### src/rtl/mss_pkg.sv
// Package for the merge sort sequence block: default sizes and the command and
// status structs that pass between the controller and the datapath.
// No dependencies.
package mss_pkg;

  // Default sizes for the top-level parameters.
  localparam int unsigned DepthDef     = 64;
  localparam int unsigned ValueBitsDef = 32;

  // Commands from the controller to the datapath.
  typedef struct packed {
    logic load;      // store the accepted input element
    logic prime;     // issue the first reads of a pass or of the output run
    logic merge;     // merge one element into the destination store
    logic emit_adv;  // a result transfer completed; step to the next element
  } mss_cmd_t;

  // Status from the datapath back to the controller.
  typedef struct packed {
    logic seq_end;    // the input element at the port ends the sequence
    logic sorted;     // the run width covers the whole sequence
    logic pass_done;  // this merge cycle writes the last element of the pass
    logic out_final;  // the element being shown is the last of the run
  } mss_stat_t;

endpackage

### src/rtl/mss_ctrl.sv
// Controller of the merge sort sequence block: load, merge passes and output run.
// Depends on mss_pkg.
module mss_ctrl (
  input  logic              clk_i,
  input  logic              rst_ni,
  input  logic              in_valid_i,
  input  logic              out_ready_i,
  input  mss_pkg::mss_stat_t stat_i,
  output mss_pkg::mss_cmd_t  cmd_o,
  output logic              in_ready_o,
  output logic              out_valid_o
);
  import mss_pkg::*;

  localparam logic [1:0] StLoad  = 2'd0;
  localparam logic [1:0] StPrime = 2'd1;
  localparam logic [1:0] StMerge = 2'd2;
  localparam logic [1:0] StEmit  = 2'd3;

  logic [1:0] state_q, state_d;

  // Handshake and command decode from the current state.
  always_comb begin
    in_ready_o     = (state_q == StLoad);
    out_valid_o    = (state_q == StEmit);
    cmd_o.load     = (state_q == StLoad) && in_valid_i;
    cmd_o.prime    = (state_q == StPrime);
    cmd_o.merge    = (state_q == StMerge);
    cmd_o.emit_adv = (state_q == StEmit) && out_ready_i;
  end

  // Next-state logic.
  always_comb begin
    state_d = state_q;
    unique case (state_q)
      StLoad: begin
        if (in_valid_i && stat_i.seq_end) begin
          state_d = StPrime;
        end
      end
      StPrime: begin
        state_d = stat_i.sorted ? StEmit : StMerge;
      end
      StMerge: begin
        if (stat_i.pass_done) begin
          state_d = StPrime;
        end
      end
      StEmit: begin
        if (out_ready_i && stat_i.out_final) begin
          state_d = StLoad;
        end
      end
      default: state_d = StLoad;
    endcase
  end

  // State register.
  always_ff @(posedge clk_i or negedge rst_ni) begin
    if (!rst_ni) begin
      state_q <= StLoad;
    end else begin
      state_q <= state_d;
    end
  end

endmodule

### config.mk
export PLATFORM = sky130hd
export DESIGN_NAME = mss_ctrl
export DESIGN_NICKNAME = d
export VERILOG_FILES = /design/src/rtl/mss_pkg.sv /design/src/rtl/mss_ctrl.sv
export SDC_FILE = /design/constraint.sdc
export NUM_CORES = 1
export LEC_CHECK = 0
export ABC_AREA = 0
export BUFFER_PORTS_ARGS = -buffer_cell sky130_fd_sc_hd__buf_2
export CAP_MARGIN = 20
export CORE_AREA = 2 2 39 41
export CTS_BUF_LIST = sky130_fd_sc_hd__clkbuf_4 sky130_fd_sc_hd__clkbuf_8
export CTS_CLUSTER_SIZE = 14
export DETAILED_ROUTE_END_ITERATION = 10
export DIE_AREA = 0 0 41 43
export GPL_TIMING_DRIVEN = 0
export SLEW_MARGIN = 0
export SYNTH_ARGS = -nofsm -noshare
export SYNTH_HDL_FRONTEND = slang
export SYNTH_SLANG_ARGS = --single-unit
### constraint.sdc
create_clock -name clk_i -period 2.3 [get_ports clk_i]
set_input_delay 0.69 -clock clk_i [delete_from_list [all_inputs] [get_ports clk_i]]
set_output_delay 0.69 -clock clk_i [all_outputs]
set_load 0.1 [all_outputs]
Yosys cells after proc, flatten, opt, wreduce, memory -nomap -nowiden
Cells that the tools add are included.
{ "word_totals": {"input_bits": 8, "word_cells": 18, "register_bits": 2} }
{ "op_classes": {"muxes": 5, "reduce_logical": 6, "n_eq_ne": 6} }
{ "ops": {"columns": ["cell", "count"], "rows": [
  ["$pmux 2 s4", 1],
  ["$mux 2", 3],
  ["$eq 2x2->1 const B", 2],
  ["$logic_and 1x1->1", 4],
  ["$ne 2x1->1 const B", 2],
  ["$reduce_and 3->1", 1],
  ["$eq 2x1->1 const B", 1],
  ["$logic_not 2->1", 1],
  ["$ne 2x2->1 const B", 1],
  ["$mux 1", 1]
]} }

Logic depth before layout (Yosys ltp)
Gate-level depths: netlist of run 1.
{ "depth": {"ltp_word": 3, "depth_mapped": 3} }

Worst setup path after synthesis of run 1
No wires, ideal clock.
{ "synth_path": {"path_type": "register to output", "start": "register state_q[0]", "end": "output port cmd_o[3] (netlist bit)", "slack_ns": -1.037, "path_stages_with_launch": 3, "required_time_ns": 1.610, "t_arrival_ns": 2.647, "cell_sequence": "dfrtp_1 > nor2_1 > and2_1"} }
{ "synth_lines": {"columns": ["item", "line", "rtl"], "rows": [
  ["start, declared", "mss_ctrl.sv:20", "logic [1:0] state_q, state_d;"],
  ["start signal, assigned", "mss_ctrl.sv:61", "state_q <= StLoad;"],
  ["start signal, assigned", "mss_ctrl.sv:63", "state_q <= state_d;"],
  ["end, declared", "mss_ctrl.sv:9", "output mss_pkg::mss_cmd_t cmd_o,"]
]} }

==> metrics.yaml, run 1 <==
worst_setup_path:
  cp_slowest_cell: "dfrtp_1"
  cp_cell_sequence: "and2b_4 -> buf_4 -> buf_2"
  critPathMaxStageDelay_ns: 0.44
  arrival_ns: 1.45
  worstSetupStartpointType: "register"
  path_max_fanout: 7
  end_kind: "primary output"
  crit_type: "reg -> out"
  crit_required_ns: 1.61
yosys:
  synth-simple-area-share_pct: 37.8
  synth-seq-cells: 2
  synth-xor-area-share_pct: 0
  synth_cells: 16
  syn-num-nets: 24
  synth_adder_area_share_pct: 0
  synth_compound_area_share_pct: 18.0
  muxShareOfSynthArea_pct: 0
  synth_top_family_by_area: "simple AND/OR/NAND/NOR gates"
  postSynthAreaPerCell_um2: 8.68
  yosys_warnings: 0
  yosysSeqAreaShare_pct: 36.0
  ys_types: 13
  syn_area_um2: 139
cts:
  clock-sinks: 2
  cts_hold_repair.buffers: 0
  cts_tree: "yes"
  clk_pin_slew_ns: 0.03
  cts-resized-gates: 0
  htree_levels: 1
  cts_root_buf: "clkbuf_4"
  cts_buffers: 3
  clock_latency_ns: 0.23
  clockBufferDepth: 2
  post_cts_buffers: 0
timing:
  fin_crit_sh_pct: 93.0
  fmax_mhz: 467
  final_max_slew_viol_count: 0
  setup_viol: 0
  skew_ns: 0.00258
  hold_viol: 0
  setup_tns_ns: 0
  period_needed_ns: 2.14
  rsz0062_at_grt: "false"
  worst_pin_slew_ns: 0.486
  max_slew_margin_pct: 67.8
die:
  design.core.area_um2: 1380
  die_width_um: 41
  placementRows: 14
  pin_count: 14
  start_util_pct: 10.0
  die_area_um2: 1760
  fp.dieH_um: 43
final_layout:
  final_net_count: 42
  largest_reg_flops: 2
  utilization_pct: 18.5
  final_cell_mix: "13 x buf_2, 3 x clkbuf_4, 2 x and2_1, 2 x nand3_1, 2 x dfrtp_1"
  drive_above_1_share_pct: 62.5
  reg_top3: "state_q x2"
  n_antenna_cell: 0
  final_common_cell: "buf_2"
  syn2layout_area_growth_pct: 84.7
  regMostFlops: "state_q"
global_routing:
  grt_max_degree: 9
  grt_pass1_vias: 173
  grt.total_usage_pct: 6.82
  grt_pass1_wl_um: 669
  grt-ovfl-total: 0
  antenna_found_initial: 0
detailed_routing:
  vias: 175
  final_antenna_net_count: 0
  avgViaCountPerCell: 3.65
  drc_errors: 0
  wl_per_cell_um: 8.46
  dr.first_iter.drc_count: 3
  dr.pass1.iters: 4
  routed_wl_um: 406
run:
  max_cap_violations: 0
status:
  status: "finished, final reports clean"
placement:
  place_congestion: 0.539
  numPortBuffers: 13
min_path:
  min_path_type: "in -> async"
synth_stat cells:
| cell | number | area, um^2 |
|---|---|---|
| inv_1 | 1 | 3.75 |
| nand2_1 | 1 | 3.75 |
| and2b_4 | 1 | 10.0 |
| nor2_1 | 1 | 3.75 |
| a32oi_1 | 1 | 8.76 |
| a22o_1 | 1 | 8.76 |
| nor2b_1 | 1 | 6.26 |
| and3_1 | 1 | 6.26 |
| and2_1 | 2 | 12.5 |
| o211ai_1 | 1 | 7.51 |
| dfrtp_1 | 2 | 50.1 |
| buf_4 | 1 | 7.51 |
| nand3_1 | 2 | 10.0 |
worst max-delay path: cells and delay by family, from the launching register on:
family	cells	cell delay (ns)
simple gates	1	0.28
buf+inv	2	0.50
flops	1	0.44
final timing paths:
path | end | depth (start not counted) | from | slack (ns)
setup / recovery | cmd_o[2] | 3 | state_q[1] | 0.16
hold / removal | state_q[0] | 1 | rst_ni | 0.24
setup reg to reg | state_q[0] | 3 | state_q[0] | 1.28
hold reg to reg | state_q[0] | 2 | state_q[1] | 0.66
max in group asynchronous | state_q[1] | 1 | rst_ni | 1.97
min in group clk_i | state_q[0] | 2 | state_q[1] | 0.66
cells by family after synthesis:
group                  count (synthesis)
flip-flops                             2
AND/OR/NAND/NOR                        9
AO/OA/AOI/OAI                          3
buffers and inverters                  2
routing by layer:
metal | global-route usage, % | vias up | routed length, um
met1 | 5.77 | 76 | 164
met4 | 12.0 | 0 | 0
met5 | 0 | - | 0
li1 | - | 90 | -
met3 | 3.14 | 0 | 30
met2 | 8.13 | 9 | 210
area by class of cell:
| cell class | instances | area (um^2) |
|---|---|---|
| timing repair buffer | 13 | 65.1 |
| inverter | 1 | 3.75 |
| sequential | 2 | 50.0 |
| buffer | 1 | 7.51 |
| tap | 16 | 20.0 |
| clock buffer | 3 | 22.5 |
| multi-input combinational | 12 | 87.6 |
| fill | 155 | 1130 |
stage by stage:
step | setup slack, ns | area (um^2) | hold slack [ns] | cells
floorplan | -0.199 | 149 | 0.394 | 16
global placement | 0.262 | 234 | 0.475 | 45
detailed placement | 0.267 | 234 | 0.475 | 45
CTS | 0.146 | 256 | 0.230 | 48
global route | 0.0908 | 256 | 0.225 | 48
finish | 0.161 | 256 | 0.239 | 48
Power of run 1 is left out: the tool's default activity adds up to more than one toggle a clock period on the data nets, which glitch-free logic cannot reach.
==> run 2, diff against run 1 <==
clock period = 2 ns   (was 2.3 ns; I/O delays follow)
==> run 2 against run 1 <==
Net effect:
- count of clock-buffer cells in the layout unchanged
- via count increased by 1.1%
- routed wire length increased by 0.25%
- hold slack got worse by 0.090 ns
- largest cell class unchanged
==> metrics.yaml, run 2 (synthesized netlist as in run 1, its figures left out) <==
final_layout:
  regMostFlops: "state_q"  # unchanged
  syn2layout_area_growth_pct: 90.1  # was 84.7%
  instances_no_fill: 48  # unchanged
  n_antenna_cell: 0  # unchanged
  final_net_count: 42  # unchanged
  n_fill_cell: 155  # unchanged
  final_cell_mix: "10 x buf_2, 5 x clkbuf_4"  # was 13 x buf_2, 3 x clkbuf_4, 2 x and2_1, 2 x nand3_1, 2 x dfrtp_1
  largest_reg_flops: 2  # unchanged
  drive_above_1_share_pct: 62.5  # unchanged
  reg_top3: "state_q x2"  # unchanged
  final_common_cell: "buf_2"  # unchanged
die:
  placementRows: 14  # unchanged
  die_area_um2: 1760  # unchanged
  pin_count: 14  # unchanged
  fp.dieH_um: 43  # unchanged
  design.core.area_um2: 1380  # unchanged
  start_util_pct: 10.0  # unchanged
  die_width_um: 41  # unchanged
cts:
  clock-sinks: 2  # unchanged
  clk_pin_slew_ns: 0.03  # about the same
  clock_latency_ns: 0.23  # about the same
  cts_buffers: 3  # unchanged
  clockBufferDepth: 2  # unchanged
  cts_hold_repair.buffers: 0  # unchanged
  cts_tree: "yes"  # unchanged
  cts_root_buf: "clkbuf_4"  # unchanged
  htree_levels: 1  # unchanged
worst_setup_path:
  arrival_ns: 1.32  # was 1.45 ns
  cp.depth: 2  # was 3
  r2r_cells: 3  # unchanged
  worstSetupStartpointType: "register"  # unchanged
  end_kind: "primary output"  # unchanged
  cp_cell_sequence: "nor2b_2 -> buf_2"  # was and2b_4 -> buf_4 -> buf_2
  crit_type: "reg -> out"  # unchanged
  path_max_fanout: 7  # unchanged
  cp_slowest_cell: "dfrtp_1"  # unchanged
  timing.rr.start: "state_q[0]"  # unchanged
  critPathMaxStageDelay_ns: 0.45  # was 0.44 ns
  r2r_end: "state_q[0]"  # unchanged
  startpoint: "state_q[1]"  # unchanged
  cp.buffers_inverters: 1  # was 2
  r2r_slack_ns: 0.98  # was 1.28 ns
  path_delay_family: "flip-flops"  # was buffers and inverters
  crit_required_ns: 1.40  # was 1.61 ns
  endpoint: "cmd_o[1]"  # was cmd_o[2]
timing:
  worst_pin_slew_ns: 0.486  # unchanged
  period_needed_ns: 1.92
  final_max_slew_viol_count: 0  # unchanged
  setup_viol: 0  # unchanged
  max_slew_margin_pct: 67.8  # unchanged
  fin_crit_sh_pct: 95.9
  setup_tns_ns: 0  # unchanged
  fmax_mhz: 522
  hold_slack_ns: 0.149  # was 0.239 ns
  skew_ns: 0.00258  # unchanged
  rsz0062_at_grt: "false"  # unchanged
  hold_viol: 0  # unchanged
detailed_routing:
  dr.first_iter.drc_count: 3  # unchanged
  avgViaCountPerCell: 3.69  # was 3.65
  final_antenna_net_count: 0  # unchanged
  dr.pass1.iters: 4  # unchanged
  vias: 177  # was 175
  drc_errors: 0  # unchanged
  wl_per_cell_um: 8.48  # was 8.46 um
  routed_wl_um: 407  # was 406 um
placement:
  place_congestion: 0.539  # unchanged
  dp.cells: 45  # unchanged
  numPortBuffers: 13  # unchanged
run:
  max_cap_violations: 0  # unchanged
global_routing:
  grt_pass1_vias: 173  # unchanged
  grt.total_usage_pct: 6.82  # unchanged
  antenna_found_initial: 0  # unchanged
  grt_max_degree: 9  # unchanged
  grt-ovfl-total: 0  # unchanged
  grt_pass1_wl_um: 669  # unchanged
min_path:
  min_path_type: "in -> async"  # unchanged
status:
  status: "finished, final reports clean"  # unchanged
run 2: what timing repair did:
| item | CTS | global route |
|---|---|---|
| gates resized for setup | 1 | 2 |
| cloned | 0 | 0 |
| setup endpoints to repair | 1 | 2 |
| setup buffers | 0 | 0 |
run 2: cell type report:
class	instances	area (um^2)	area share, %
repair buffers	13	72.6	27.5
multi-input cells	12	87.6	33.2
clock buffers	3	22.5	8.53
flip-flops and latches	2	50.0	19.0
well taps	16	20.0	7.58
inverters	1	3.75	1.42
plain buffers	1	7.51	2.84
run 2: worst min path at each step:
stage | start | endpoint | cells after the start
2_1_floorplan | rst_ni | state_q[0] | 0
3_3_place_gp | rst_ni | state_q[0] | 1
3_5_place_dp | rst_ni | state_q[1] | 1
4_1_cts | rst_ni | state_q[0] | 1
5_1_grt | rst_ni | state_q[0] | 1
6_report | rst_ni | state_q[0] | 1
run 2: stage by stage:
stage | cell area, um^2 | worst slack, ns | utilization (%)
after floorplan | 149 | -0.409 | -
after global placement | 234 | 0.142 | 16.9
after detailed placement | 234 | 0.147 | 16.9
after CTS | 259 | 0.0248 | 18.7
after global routing | 264 | 0.0121 | 19.1
final | 264 | 0.0829 | 19.1
run 2: routing by layer:
metal	routed length [um]	GRT usage (%)
met2	214	8.13
met4	0	12.0
met3	29	3.14
met5	0	0
met1	163	5.77
Power of run 2 is left out for the same reason.
==> run 3, diff against run 2 <==
GPL_TIMING_DRIVEN = 1   (was 0)
==> run 3 against run 2 <==
Net effect:
- first-iteration DRC count fell by 33%
- largest cell class is now buffers
- critical path type unchanged
- via count fell by 3.4%
- non-clock buffer count fell by 1
- utilization rose by 2.2 points
- highest routed layer is now met4
- register-to-register slack barely moved
==> metrics.yaml, run 3 (synthesized netlist as in run 1, its figures left out) <==
status:
  status: "finished, final reports clean"  # unchanged
timing:
  final_max_slew_viol_count: 0  # unchanged
  setup_viol: 0  # unchanged
  hold_viol: 0  # unchanged
  fmax_mhz: 525  # was 522 MHz
  rsz0062_at_grt: "false"  # unchanged
  fin_ws_ns: 0.0936  # was 0.0829 ns
  skew_ns: 0.00285  # was 0.00258 ns
  max_slew_margin_pct: 67.8  # about the same
  setup_tns_ns: 0  # unchanged
  period_needed_ns: 1.91  # was 1.92 ns
  fin_crit_sh_pct: 95.3  # was 95.9%
  worst_pin_slew_ns: 0.486  # about the same
placement:
  numPortBuffers: 13  # unchanged
  place_congestion: 0.520  # was 0.539
  post_dp_cell_area_um2: 272  # was 234 um^2
  dp_hpwl_um: 318
  pre_cts_ws_ns: 0.317  # was 0.147 ns
  dp.cells: 44  # was 45
final_layout:
  reg_top3: "state_q x2"  # unchanged
  drive_above_1_share_pct: 61.3  # was 62.5%
  n_fill_cell: 161  # was 155
  n_antenna_cell: 0  # unchanged
  multiInputGateArea_um2: 87.6  # unchanged
  stdcell_area_um2: 294  # was 264 um^2
  syn2layout_area_growth_pct: 112  # was 90.1%
  final_cell_mix: "10 x buf_2, 3 x clkbuf_4, 3 x buf_12"  # was 10 x buf_2, 5 x clkbuf_4
  largest_reg_flops: 2  # unchanged
  final_net_count: 41  # was 42
  regMostFlops: "state_q"  # unchanged
  regArea_um2: 50.0  # unchanged
  final_common_cell: "buf_2"  # unchanged
  instances_no_fill: 47  # was 48
die:
  die_area_um2: 1760  # unchanged
  fp.dieH_um: 43  # unchanged
  die_width_um: 41  # unchanged
  design.core.area_um2: 1380  # unchanged
  pin_count: 14  # unchanged
  start_util_pct: 10.0  # unchanged
  placementRows: 14  # unchanged
worst_setup_path:
  path_delay_family: "flip-flops"  # unchanged
  cp_cell_sequence: "nor2b_2 -> buf_2"  # unchanged
  end_kind: "primary output"  # unchanged
  crit_required_ns: 1.40  # about the same
  crit_type: "reg -> out"  # unchanged
  critPathMaxStageDelay_ns: 0.46  # was 0.45 ns
  arrival_ns: 1.31  # was 1.32 ns
  worstSetupStartpointType: "register"  # unchanged
  path_max_fanout: 7  # unchanged
  cp_slowest_cell: "dfrtp_1"  # unchanged
  cp.buffers_inverters: 1  # unchanged
cts:
  post_cts_buffers: 0  # unchanged
  clock_latency_ns: 0.22  # was 0.23 ns
  cts_hold_repair.buffers: 0  # unchanged
  cts_tree: "yes"  # unchanged
  cts_root_buf: "clkbuf_4"  # unchanged
  clockBufferDepth: 2  # unchanged
  cts-resized-gates: 0  # was 1
  clock-sinks: 2  # unchanged
  clk_pin_slew_ns: 0.03  # about the same
  cts_buffers: 3  # unchanged
  htree_levels: 1  # unchanged
global_routing:
  use_met1_pct: 5.79  # was 5.77%
  use_met3_pct: 4.19  # was 3.14%
  grt_pass1_vias: 166  # was 173
  grt_pass1_wl_um: 662  # was 669 um
  met2_usage_pct: 7.50  # was 8.13%
  grt_most_used_layer: "met4"  # unchanged
  grt_max_degree: 9  # unchanged
  grt.total_usage_pct: 6.83  # was 6.82%
  antenna_found_initial: 0  # unchanged
  grt-ovfl-total: 0  # unchanged
detailed_routing:
  avgViaCountPerCell: 3.64  # was 3.69
  dr.first_iter.drc_count: 2  # was 3
  wl_per_cell_um: 8.36  # was 8.48 um
  routed_wl_um: 393  # was 407 um
  final_antenna_net_count: 0  # unchanged
  drc_errors: 0  # unchanged
  dr.pass1.iters: 2  # was 4
  vias: 171  # was 177
min_path:
  min_path_type: "in -> async"  # unchanged
run:
  max_cap_violations: 0  # unchanged
-- run 3: path summary, 6_finish.rpt --
path                       startpoint    endpoint  slack, ns  cells past startpoint
setup / recovery           state_q[1]    cmd_o[1]       0.09                      2
hold / removal                 rst_ni  state_q[0]       0.15                      1
setup reg to reg           state_q[1]  state_q[0]       0.97                      3
hold reg to reg            state_q[1]  state_q[0]       0.67                      2
max in group asynchronous      rst_ni  state_q[1]       1.75                      1
min in group clk_i          stat_i[2]  state_q[0]       0.59                      3
-- run 3: area by class of cell --
class | count | area share [%]
clock buffer | 3 | 7.66
inverter | 1 | 1.28
multi-input combinational | 12 | 29.8
sequential | 2 | 17.0
tap | 16 | 6.81
timing repair buffer | 13 | 37.4
-- run 3: worst reg2reg max path, stage by stage (launching register included) --
cell and delay [ns]:
dfrtp_1 0.46, and2b_4 0.24, a32oi_1 0.15, nand2_1 0.07
-- run 3: metrics by stage --
step | hold WS, ns | util (%)
CTS | 0.144 | 21.2
global route | 0.133 | 21.2
detailed placement | 0.385 | 19.6
finish | 0.154 | 21.2
floorplan | 0.304 | -
global placement | 0.385 | 19.6
-- run 3: routing by layer --
metal / part of all wire (%) / vias to the layer above / routed length, um
met1: 38 / 72 / 148
met5: 0 / - / 0
met3: 14 / 2 / 55
met2: 43 / 11 / 170
li1: - / 86 / -
met4: 4.8 / 0 / 19
Power of run 3 is left out for the same reason.
